==> config.mk <==
export PLATFORM = sky130hd
export DESIGN_NAME = shuffled_minimal_standard_rng_unit
export DESIGN_NICKNAME = d
export VERILOG_FILES = /design/src/smsrng_pkg.sv /design/src/smsrng_ram.sv /design/src/smsrng_ctrl.sv /design/src/smsrng_dp.sv /design/src/shuffled_minimal_standard_rng_unit.sv
export SDC_FILE = /design/constraint.sdc
export NUM_CORES = 2
export LEC_CHECK = 0
export BUFFER_PORTS_ARGS = -buffer_cell sky130_fd_sc_hd__buf_2
export CAP_MARGIN = 20
export CORE_AREA = 2 2 378 380
export CTS_CLUSTER_DIAMETER = 100
export DETAILED_ROUTE_END_ITERATION = 8
export DIE_AREA = 0 0 380 382
export GPL_ROUTABILITY_DRIVEN = 0
export HOLD_SLACK_MARGIN = 0.03
export PLACE_DENSITY = 0.63
export SETUP_SLACK_MARGIN = 0.1
export SYNTH_ARGS = -nofsm -noshare
export SYNTH_HDL_FRONTEND = slang
export SYNTH_HIERARCHICAL = 1
export SYNTH_SLANG_ARGS = --single-unit
==> constraint.sdc <==
create_clock -name clk -period 18.3 [get_ports clk]
set_input_delay 0.915 -clock clk [delete_from_list [all_inputs] [get_ports clk]]
set_output_delay 0.915 -clock clk [all_outputs]
set_load 0.01 [all_outputs]
==> src/smsrng_pkg.sv <==
// ----------------------------------------------------------------------------
// smsrng_pkg
// Shared constants, types and helpers for the shuffled minimal standard RNG.
// ----------------------------------------------------------------------------
package smsrng_pkg;

  localparam int DEF_TABLE_ENTRIES = 32;
  localparam int WARMUP_STEPS      = 8;

  localparam logic [14:0] LCG_MUL       = 15'd16807;
  localparam logic [30:0] LCG_MOD       = 31'h7FFF_FFFF;
  localparam logic [30:0] SEED_ONE      = 31'd1;
  localparam logic [30:0] CEILING_VALUE = 31'd2147483390;

  // Request opcodes
  localparam logic OP_DRAW   = 1'b0;
  localparam logic OP_RESEED = 1'b1;

  // Commands from the controller to the datapath.
  typedef struct packed {
    logic capture;     // latch request seed
    logic load_seed;   // generator state <= cleaned seed
    logic mul;         // product <= state * multiplier
    logic reduce;      // state <= product mod (2^31 - 1)
    logic fill_wr;     // write reduced value to table at fill index
    logic prime_last;  // last output <= reduced value
    logic div_init;    // slot select: last output * reciprocal of slot width
    logic draw_done;   // deliver table word, replace it, update last output
  } ctl_cmd_t;

  // Status from the datapath to the controller.
  typedef struct packed {
    logic seeded;
  } dp_sts_t;

  // Mersenne reduction of a 46-bit product modulo 2^31 - 1.
  function automatic logic [30:0] lcg_reduce(input logic [45:0] p);
    logic [31:0] sum;
    logic [31:0] dif;
    sum = {1'b0, p[30:0]} + {17'b0, p[45:31]};
    dif = sum - {1'b0, LCG_MOD};
    lcg_reduce = (sum >= {1'b0, LCG_MOD}) ? dif[30:0] : sum[30:0];
  endfunction

  // Zero and the modulus itself are taken as 1.
  function automatic logic [30:0] seed_clean(input logic [30:0] s);
    seed_clean = (s == '0 || s == LCG_MOD) ? SEED_ONE : s;
  endfunction

endpackage

==> src/smsrng_ram.sv <==
// ----------------------------------------------------------------------------
// smsrng_ram
// Generic single-port RAM, registered read, read-before-write.
// ----------------------------------------------------------------------------
module smsrng_ram #(
  parameter int WIDTH = 31,
  parameter int DEPTH = smsrng_pkg::DEF_TABLE_ENTRIES
) (
  input  logic                     clk,
  input  logic                     we,
  input  logic [$clog2(DEPTH)-1:0] addr,
  input  logic [WIDTH-1:0]         wdata,
  output logic [WIDTH-1:0]         rdata
);

  logic [WIDTH-1:0] mem [DEPTH];

  always_ff @(posedge clk) begin
    if (we) begin
      mem[addr] <= wdata;
    end
    rdata <= mem[addr];
  end

endmodule

==> src/smsrng_ctrl.sv <==
// ----------------------------------------------------------------------------
// smsrng_ctrl
// Sequencer: seeding (warmup + table fill) and the draw steps.
// ----------------------------------------------------------------------------
module smsrng_ctrl #(
  parameter int TABLE_ENTRIES = smsrng_pkg::DEF_TABLE_ENTRIES
) (
  input  logic                             clk,
  input  logic                             rst,
  input  logic                             start,
  input  logic                             op,
  input  smsrng_pkg::dp_sts_t              sts,
  output smsrng_pkg::ctl_cmd_t             cmd,
  output logic [$clog2(TABLE_ENTRIES)-1:0] fill_idx,
  output logic                             busy
);

  localparam int IDX_W = $clog2(TABLE_ENTRIES);
  localparam int CNT_W = (IDX_W > 3) ? IDX_W : 3;

  typedef enum logic [9:0] {
    ST_IDLE = 10'b00_0000_0001,
    ST_SEED = 10'b00_0000_0010,
    ST_WMUL = 10'b00_0000_0100,
    ST_WRED = 10'b00_0000_1000,
    ST_FMUL = 10'b00_0001_0000,
    ST_FRED = 10'b00_0010_0000,
    ST_DMUL = 10'b00_0100_0000,
    ST_DRED = 10'b00_1000_0000,
    ST_DRD  = 10'b01_0000_0000,
    ST_DOUT = 10'b10_0000_0000
  } state_t;

  state_t           state, state_next;
  logic [CNT_W-1:0] cnt, cnt_next;

  always_ff @(posedge clk) begin
    if (rst) begin
      state <= ST_IDLE;
      cnt   <= '0;
    end else begin
      state <= state_next;
      cnt   <= cnt_next;
    end
  end

  always_comb begin
    state_next = state;
    cnt_next   = cnt;
    cmd        = '0;
    unique case (state)
      ST_IDLE: begin
        if (start) begin
          cmd.capture = 1'b1;
          state_next  = (op == smsrng_pkg::OP_RESEED || !sts.seeded) ? ST_SEED : ST_DMUL;
        end
      end
      ST_SEED: begin
        cmd.load_seed = 1'b1;
        cnt_next      = '0;
        state_next    = ST_WMUL;
      end
      ST_WMUL: begin
        cmd.mul    = 1'b1;
        state_next = ST_WRED;
      end
      ST_WRED: begin
        cmd.reduce = 1'b1;
        if (cnt == CNT_W'(smsrng_pkg::WARMUP_STEPS - 1)) begin
          cnt_next   = CNT_W'(TABLE_ENTRIES - 1);
          state_next = ST_FMUL;
        end else begin
          cnt_next   = cnt + 1'b1;
          state_next = ST_WMUL;
        end
      end
      ST_FMUL: begin
        cmd.mul    = 1'b1;
        state_next = ST_FRED;
      end
      ST_FRED: begin
        cmd.reduce  = 1'b1;
        cmd.fill_wr = 1'b1;
        if (cnt == '0) begin
          cmd.prime_last = 1'b1;
          state_next     = ST_DMUL;
        end else begin
          cnt_next   = cnt - 1'b1;
          state_next = ST_FMUL;
        end
      end
      ST_DMUL: begin
        cmd.mul    = 1'b1;
        state_next = ST_DRED;
      end
      ST_DRED: begin
        cmd.reduce   = 1'b1;
        cmd.div_init = 1'b1;
        state_next   = ST_DRD;
      end
      ST_DRD: begin
        state_next = ST_DOUT;
      end
      ST_DOUT: begin
        cmd.draw_done = 1'b1;
        state_next    = ST_IDLE;
      end
      default: begin
        state_next = ST_IDLE;
      end
    endcase
  end

  assign fill_idx = cnt[IDX_W-1:0];
  assign busy     = (state != ST_IDLE);

endmodule

==> src/smsrng_dp.sv <==
// ----------------------------------------------------------------------------
// smsrng_dp
// Generator state, multiply/reduce, slot select, shuffle table, result regs.
// ----------------------------------------------------------------------------
module smsrng_dp #(
  parameter int TABLE_ENTRIES = smsrng_pkg::DEF_TABLE_ENTRIES
) (
  input  logic                             clk,
  input  logic                             rst,
  input  logic                             op,
  input  logic [30:0]                      seed_value,
  input  smsrng_pkg::ctl_cmd_t             cmd,
  input  logic [$clog2(TABLE_ENTRIES)-1:0] fill_idx,
  output smsrng_pkg::dp_sts_t              sts,
  output logic [30:0]                      value,
  output logic                             at_ceiling,
  output logic                             done
);

  localparam int          IDX_W      = $clog2(TABLE_ENTRIES);
  localparam int unsigned SLOT_DIV   = 1 + 2147483646 / TABLE_ENTRIES;
  // floor(x / SLOT_DIV) == (x * RECIP) >> SLOT_SHIFT for every x below 2^31
  localparam int          SLOT_SH    = $clog2(SLOT_DIV);
  localparam int          SLOT_SHIFT = 31 + SLOT_SH;
  localparam logic [63:0] RECIP_FULL = ((64'd1 << SLOT_SHIFT) + 64'(SLOT_DIV) - 64'd1) /
                                       64'(SLOT_DIV);
  localparam logic [32:0] RECIP      = RECIP_FULL[32:0];

  logic [30:0]      seed_q;
  logic [30:0]      lcg_state;
  logic [45:0]      prod;
  logic [30:0]      last_output;
  logic [63:0]      slot_prod;
  logic [IDX_W-1:0] quot;
  logic [30:0]      red;
  logic [IDX_W-1:0] slot;
  logic [IDX_W-1:0] ram_addr;
  logic [30:0]      ram_wdata;
  logic [30:0]      ram_rdata;
  logic             ram_we;

  assign red     = smsrng_pkg::lcg_reduce(prod);
  assign quot    = slot_prod[SLOT_SHIFT +: IDX_W];
  assign slot    = ({1'b0, quot} >= (IDX_W + 1)'(TABLE_ENTRIES)) ?
                   IDX_W'(TABLE_ENTRIES - 1) : quot;

  always_ff @(posedge clk) begin
    if (rst) begin
      lcg_state   <= smsrng_pkg::SEED_ONE;
      last_output <= '0;
      done        <= 1'b0;
    end else begin
      done <= cmd.draw_done;
      if (cmd.load_seed) begin
        lcg_state <= smsrng_pkg::seed_clean(seed_q);
      end else if (cmd.reduce) begin
        lcg_state <= red;
      end
      if (cmd.prime_last) begin
        last_output <= red;
      end else if (cmd.draw_done) begin
        last_output <= ram_rdata;
      end
    end
  end

  always_ff @(posedge clk) begin
    if (cmd.capture) begin
      seed_q <= (op == smsrng_pkg::OP_RESEED) ? seed_value : smsrng_pkg::SEED_ONE;
    end
    if (cmd.mul) begin
      prod <= {15'b0, lcg_state} * {31'b0, smsrng_pkg::LCG_MUL};
    end
    // slot = last output / slot width, by reciprocal multiply
    if (cmd.div_init) begin
      slot_prod <= {33'b0, last_output} * {31'b0, RECIP};
    end
    if (cmd.draw_done) begin
      value      <= ram_rdata;
      at_ceiling <= (ram_rdata >= smsrng_pkg::CEILING_VALUE);
    end
  end

  assign ram_we    = cmd.fill_wr || cmd.draw_done;
  assign ram_addr  = cmd.fill_wr ? fill_idx : slot;
  assign ram_wdata = cmd.fill_wr ? red : lcg_state;

  smsrng_ram #(
    .WIDTH (31),
    .DEPTH (TABLE_ENTRIES)
  ) u_table (
    .clk   (clk),
    .we    (ram_we),
    .addr  (ram_addr),
    .wdata (ram_wdata),
    .rdata (ram_rdata)
  );

  assign sts.seeded = (last_output != '0);

endmodule

==> src/shuffled_minimal_standard_rng_unit.sv <==
// ----------------------------------------------------------------------------
// shuffled_minimal_standard_rng_unit
// Park-Miller minimal standard generator (x16807 mod 2^31-1) behind a
// Bays-Durham shuffle table; one shuffled draw per request.
// ----------------------------------------------------------------------------
//
//  channel   handshake             payload             direction
//  request   start & !busy         op, seed_value      in
//  result    done (1-cycle pulse)  value, at_ceiling   out
//
//  Draw: one generator step through the 31x15 multiplier (multiply,
//  reduce), the slot select by a reciprocal multiply in the reduce cycle,
//  then a table read and a read-out/write.
//  Reseed (op = 1, or the first draw after reset) first adds a seed load,
//  8 warmup steps and one table fill step per entry, each multiply + reduce.
//  done pulses on the cycle busy drops; a new request can be taken then.
//  Reset is synchronous; the table is not cleared, every seeding fills it.
//  The receiver cannot stall: done marks each result for one cycle only.
//
module shuffled_minimal_standard_rng_unit #(
  parameter int TABLE_ENTRIES = smsrng_pkg::DEF_TABLE_ENTRIES
) (
  input  logic        clk,
  input  logic        rst,
  input  logic        start,
  input  logic        op,
  input  logic [30:0] seed_value,
  output logic        busy,
  output logic        done,
  output logic [30:0] value,
  output logic        at_ceiling
);

  smsrng_pkg::ctl_cmd_t             cmd;
  smsrng_pkg::dp_sts_t              sts;
  logic [$clog2(TABLE_ENTRIES)-1:0] fill_idx;

  // controller: seeding sequence and draw steps
  smsrng_ctrl #(
    .TABLE_ENTRIES (TABLE_ENTRIES)
  ) u_ctrl (
    .clk      (clk),
    .rst      (rst),
    .start    (start),
    .op       (op),
    .sts      (sts),
    .cmd      (cmd),
    .fill_idx (fill_idx),
    .busy     (busy)
  );

  // datapath: generator, slot select, shuffle table, result registers
  smsrng_dp #(
    .TABLE_ENTRIES (TABLE_ENTRIES)
  ) u_dp (
    .clk        (clk),
    .rst        (rst),
    .op         (op),
    .seed_value (seed_value),
    .cmd        (cmd),
    .fill_idx   (fill_idx),
    .sts        (sts),
    .value      (value),
    .at_ceiling (at_ceiling),
    .done       (done)
  );

  // ---- checks ----

  // one result per request, never on consecutive cycles
  a_single_result: assert property (@(posedge clk) disable iff (rst)
    done |=> !done)
    else $error("back-to-back result strobes");

  // a result only comes from a seeded table and is never zero
  a_result_seeded: assert property (@(posedge clk) disable iff (rst)
    done |-> (sts.seeded && value != '0))
    else $error("result from unseeded generator or zero value");

  // an accepted request always starts work
  a_accept_busy: assert property (@(posedge clk) disable iff (rst)
    (start && !busy) |=> busy)
    else $error("request accepted without going busy");

  // table writes happen only while busy
  a_write_busy: assert property (@(posedge clk) disable iff (rst)
    (cmd.fill_wr || cmd.draw_done) |-> busy)
    else $error("table write while idle");

endmodule

* Word-level counts from Yosys, hierarchy flattened *
Memory sizes are Yosys's and may differ from the RTL's. A register that Yosys moved wholly into a read port is not among the register bits.
Cells that the tools add are included.

operators by class
  $add $sub $neg = 4
  multiply operators = 1
  divide/modulo/power cells = 0
  magnitude comparators = 2
  eq/ne operators = 15
  shift-type cells = 0
  multiplexer cells = 27
  bitwise gates (word level) = 0
  reductions and logical operators = 13

operators by type and width
  kind                                                   count
  two-way mux 31 bit                                     7
  case mux 10 bit (9 select lines)                       1
  multiplier 31 x 15 -> 46 bit, second input constant    1
  adder 31 x 15 -> 32 bit                                1
  >= comparator 32 x 31 -> 1 bit, second input constant  1
  equality test 31 bit, second input constant            1
  >= comparator 31 bit, second input constant            1
  zero test 31 bit                                       1
  nonzero test 31 bit                                    1
  subtractor 31 bit, second input constant               1
  two-way mux 5 bit                                      4
  case mux 5 bit (3 select lines)                        1
  two-way mux 7 bit                                      2
  equality test 10 x 1 -> 1 bit, second input constant   1
  equality test 10 bit, second input constant            1
  equality test 10 x 2 -> 1 bit, second input constant   1
  equality test 10 x 3 -> 1 bit, second input constant   1
  equality test 10 x 4 -> 1 bit, second input constant   1
  equality test 10 x 5 -> 1 bit, second input constant   1
  equality test 10 x 6 -> 1 bit, second input constant   1
  equality test 10 x 7 -> 1 bit, second input constant   1
  equality test 10 x 8 -> 1 bit, second input constant   1
  equality test 10 x 9 -> 1 bit, second input constant   1
  two-way mux 1 bit                                      10
  14 further kinds                                       19

storage, ports and cells
  register bits = 218
  latch bits = 0
  memory bits (writable) = 992
  bits in read-only memories = 0
  input port bits = 35
  output and inout bits = 34
  memories = 1

memory list
  name              depth  bits a word  rd ports  clocked after Yosys merged registers in  write ports  RTL line          text
  u_dp.u_table.mem  32     31           1         1                                        1            smsrng_ram.sv:16  logic [WIDTH-1:0] mem [DEPTH];

* Longest topological paths before layout *
  word-level depth = 6
  gate-level depth with buffers = 24

* Cells and area by module *
The synthesis kept the hierarchy.

modules (own cells, without submodules)
  module       times used  cells each  area each (um^2)
  smsrng_ram   1           2,039       38,396.8
  smsrng_dp    1           1,712       16,706.0
  smsrng_ctrl  1           120         983.4

* Least setup slack after synthesis *
Ideal clock, no wire load.

  path kind = flip-flop to flip-flop
  from = register u_ctrl.state[4]
  to = memory u_dp.u_table.mem[24][0] (enable)
  arrival time = 7,690 ps
  data required time = 17,842 ps
  setup slack = 10,152 ps
  stages on the path, launching flop included = 10
  buffers on the path = 3
  path through = dfxtp_1 > nor4_1 > nand2b_1 > nor3b_1 > buf_1 > buf_1 > or2_2 > or3b_2 > clkbuf_1 > nor3_1

RTL lines
  what                    RTL line           text
  from (decl)             smsrng_ctrl.sv:34  state_t state, state_next;
  from (signal assigned)  smsrng_ctrl.sv:42  state <= state_next;
  to (decl)               smsrng_ram.sv:16

* Final worst setup path *
  from = register u_dp.lcg_state[22]
  to = register u_dp.prod[40], data pin

on the way
  longest elaborated chain between the ends = 1

RTL lines
  what                          RTL line         text
  from (decl)                   smsrng_dp.sv:30  logic [30:0] lcg_state;
  from (signal assigned)        smsrng_dp.sv:49  lcg_state <= smsrng_pkg::SEED_ONE;
  from (signal assigned)        smsrng_dp.sv:55  lcg_state <= smsrng_pkg::seed_clean(seed_q);
  from (signal assigned)        smsrng_dp.sv:57  lcg_state <= red;
  multiplier 31 x 15 -> 46 bit  smsrng_dp.sv:72  prod <= {15'b0, lcg_state} * {31'b0, smsrng_pkg::LCG_MUL};
  to (signal assigned)          smsrng_dp.sv:72
  to (decl)                     smsrng_dp.sv:31  logic [45:0] prod;

Every way passes these cells.
A chain may end at the register's enable or synchronous reset.

==> metrics.cfg <==
[place]
dp_slack_ns = 11.50
hpwlAfterDp_um = 93700
dpl.cell_count = 5757
placed_cell_area_mm2 = 0.0592
numPortBuffers = 68

[timing]
tightest_slew_ns = 1.20
finClkSkew_ns = 0.0362
layout_setup_ws_ns = 11.39
fin_crit_sh_pct = 37.8
setup_viol = 0
relSlewSlack_pct = 19.2
fin_crit_ns = 6.91
tns_ns = 0
finalHoldViolCount = 0
maxSlewViolCount = 0
rsz0062_at_grt = no
max_freq_ghz = 0.145

[synth]
yosys_warnings = 6
ys_seq_elements = 1215
synth_area_leaders = edfxtp_1 59%, mux2i_1 9.2%, fa_1 4.8%
syn_area_mm2 = 0.0561
yosys.area.top_type_share_pct = 59.2
syn_area_per_cell_um2 = 14.5
synth-edff-count = 1106
ys_types = 85
synth_top_area_cell = edfxtp_1
postSynthNetCount = 4246
netlist_instances = 3871
ys_seq_area_share_pct = 63.1
async_flop_share_pct = 0
ys.flop_type = edfxtp_1

[pwr]
total_power_uw = 5900
ir_drop_uv = 99.7
p_leak_uw = 0.0240
p_per_area_mw_per_mm2 = 93.2

[clock_tree]
clk_pin_slew_ns = 0.06
cts_resized = 0
clockBufferDepth = 3
clockRootBuffer = clkbuf_16
cts_hold_buf = 0
cts_buffers = 130
cts_tree = built
post-cts-setup-buffers = 0
clk_latency_ns = 0.76
htreeDepth = 4
clock_sinks = 1215

[final_layout]
layout-drive-gt1-share_pct = 11.6
area_delta_synth_final_pct = 12.8
fin_nets = 4385
final_cells = 6002
design_area_mm2 = 0.0633

[critical_path]
r2r_start = u_dp/lcg_state[22]
crit_top_cell = inv_1
crit_slowest_cell = o31ai_1
required_ns = 18.80
worstSetupEndpointType = flop
reg2reg_depth = 23
cp-start-kind = flop
crit_chain = inv_1 -> fa_1 -> inv_1 -> ha_1 -> inv_1 -> fa_1 -> inv_1 -> fa_1 -> fa_1 -> inv_1 -> fa_1 -> inv_1 -> ha_1 -> nand3_1 -> nor2_1 -> nand2_1 -> or4b_1 -> o2111a_1 -> o31ai_1 -> a311oi_1 -> nand2b_1 -> nor2b_1 -> xnor2_1
ff2ff_setup_slack_ns = 11.39
timing.rr.end = u_dp/prod[40]
slowest_delay_ns = 0.61
path_class = reg2reg
worstPathMaxFanout = 7
cp.arrival_ns = 7.42

[global_route]
grtUsageMet2_pct = 31.5
grt_max_degree = 87
antenna_found_initial = 5
use_met1_pct = 28.5
busiest_layer = met2
grt_pass1_vias = 32300
grt_first_pass_wirelength_um = 218000
grt_use_total_pct = 20.4
met3_usage_pct = 4.33
grt_overflow = 0

[floorplanning]
dieArea_mm2 = 0.145
ios = 69
die_x_um = 380
coreArea_mm2 = 0.141
num_rows = 138
dieHeight_um = 382
start_util_pct = 39.8

[route]
drtIter0Drc = 3638
via_count = 33900
ant_nets = 0
routed_wl_um = 151000
viasPerCell = 5.64
drtPass1Iterations = 6
drc = 0
wire_per_inst_um = 25.2

[hold_path]
min_path_cells = 2
min_to = u_dp/seed_q[28]
hold_path_class = in2reg
hp-start = seed_value[28]

[run_status]
status = completed

[run]
drv_cap = 0

-- routing by layer --
metal | vias up | part of all wire (%)
met5 | - | 0
met4 | 0 | 3.2
met3 | 237 | 8.7
met2 | 1405 | 46
met1 | 17200 | 42
li1 | 15000 | -
-- logic make-up after synthesis --
kind of cell / after synthesis / share of synthesized area, %
AND/OR/NAND/NOR: 572 / 5.66
buffers and inverters: 504 / 3.69
AO/OA/AOI/OAI: 641 / 7.63
adder cells (fa/ha/maj): 340 / 9.38
XOR/XNOR: 77 / 1.20
multiplexers: 522 / 9.33
flip-flops: 1215 / 63.1
-- layout make-up --
cell class	instances	area (um2)
diodes	4	10.0
clock buffers	175	3440
clock inverters	55	551
fillers	12400	77600
inverters	325	1220
multi-input cells	2152	19100
flip-flops and latches	1215	35400
well taps	1890	2360
repair buffers	186	1240
-- worst max path at each step --
stage / endpoint / slack [ns] / from
final: u_dp/prod[40] / 11.39 / u_dp/lcg_state[22]
after global routing: u_dp/prod[42] / 11.10 / u_dp/lcg_state[22]
after CTS: u_dp/prod[44] / 11.45 / u_dp/lcg_state[22]
after detailed placement: u_dp/prod[40] / 11.50 / u_dp/lcg_state[22]
after global placement: u_dp/prod[40] / 11.53 / u_dp/lcg_state[22]
after floorplan: u_dp/u_table/mem[24][0] / 10.15 / u_ctrl/state[4]
-- sequential cells by signal, indices dropped and copies added (netlist names) --
register / cells
u_ctrl/fill_idx: 5
u_dp/u_table/rdata: 31
u_dp/seed_q: 31
u_dp/value: 31
u_dp/lcg_state: 31
u_ctrl/state: 10
u_dp/last_output: 31
u_dp/slot_prod: 5
u_dp/prod: 46
u_dp/at_ceiling: 1
u_dp/u_table/mem: 992
u_dp/done: 1
-- critical path: cells and delay by family, from the launching register on --
kind	cells	cell delay [ns]
AO/OA/AOI/OAI	3	1.05
XOR/XNOR	1	0.13
adder cells (fa/ha/maj)	7	3.29
buffers and inverters	6	0.47
flip-flops	1	0.44
AND/OR/NAND/NOR	6	1.28
-- cells in the mapped netlist, types with 7 or more instances --
| master | n |
|---|---|
| nand3b_1 | 14 |
| nor2_1 | 123 |
| and2_1 | 39 |
| buf_6 | 7 |
| a31oi_1 | 17 |
| nor2b_1 | 26 |
| or3_1 | 9 |
| nor3_1 | 28 |
| or2_2 | 8 |
| fa_1 | 134 |
| nor4_1 | 83 |
| nand3_1 | 32 |
| o21a_1 | 18 |
| o22ai_1 | 267 |
| a22oi_1 | 13 |
| a21oi_1 | 82 |
| dfxtp_1 | 109 |
| xor2_1 | 28 |
| a21o_1 | 28 |
| nand4_1 | 29 |
| buf_2 | 95 |
| inv_1 | 324 |
| o211ai_1 | 9 |
| and3_1 | 18 |
| or4_1 | 9 |
| nand2_1 | 93 |
| edfxtp_1 | 1106 |
| clkbuf_1 | 69 |
| a211oi_2 | 10 |
| o31ai_1 | 7 |
| xnor2_1 | 49 |
| o21ai_0 | 63 |
| a211oi_1 | 57 |
| nand2b_1 | 10 |
| mux2i_1 | 516 |
| a211o_1 | 8 |
| ha_1 | 206 |
| and4_1 | 9 |
| a221oi_1 | 16 |
-- per-stage QoR --
stage / utilization (%) / hold WS [ns]
final: 44.9 / 0.436
after global routing: 44.9 / 0.417
after CTS: 44.8 / 0.382
after detailed placement: 42.0 / 0.454
after global placement: 42.0 / 0.447
after floorplan: - / 0.409
-- placed cells by master (no fill, tap or decap), types with 57 or more instances in the layout --
cell type,count
clkbuf_16,131
mux2i_1,512
nand2_1,93
nor2_1,93
nor4_1,81
a211oi_1,57
fa_1,134
buf_2,77
o22ai_1,267
dfxtp_1,109
buf_4,105
inv_1,323
ha_1,206
edfxtp_1,1106
a21oi_1,70
-- report_power, final --
group	internal [uW]	switching, uW	leakage [uW]
Clock	1390	1090	0.00192
Sequential	3040	20.0	0.0111
Combinational	126	228	0.0110
No activity file was read; power rests on OpenSTA's default activity.
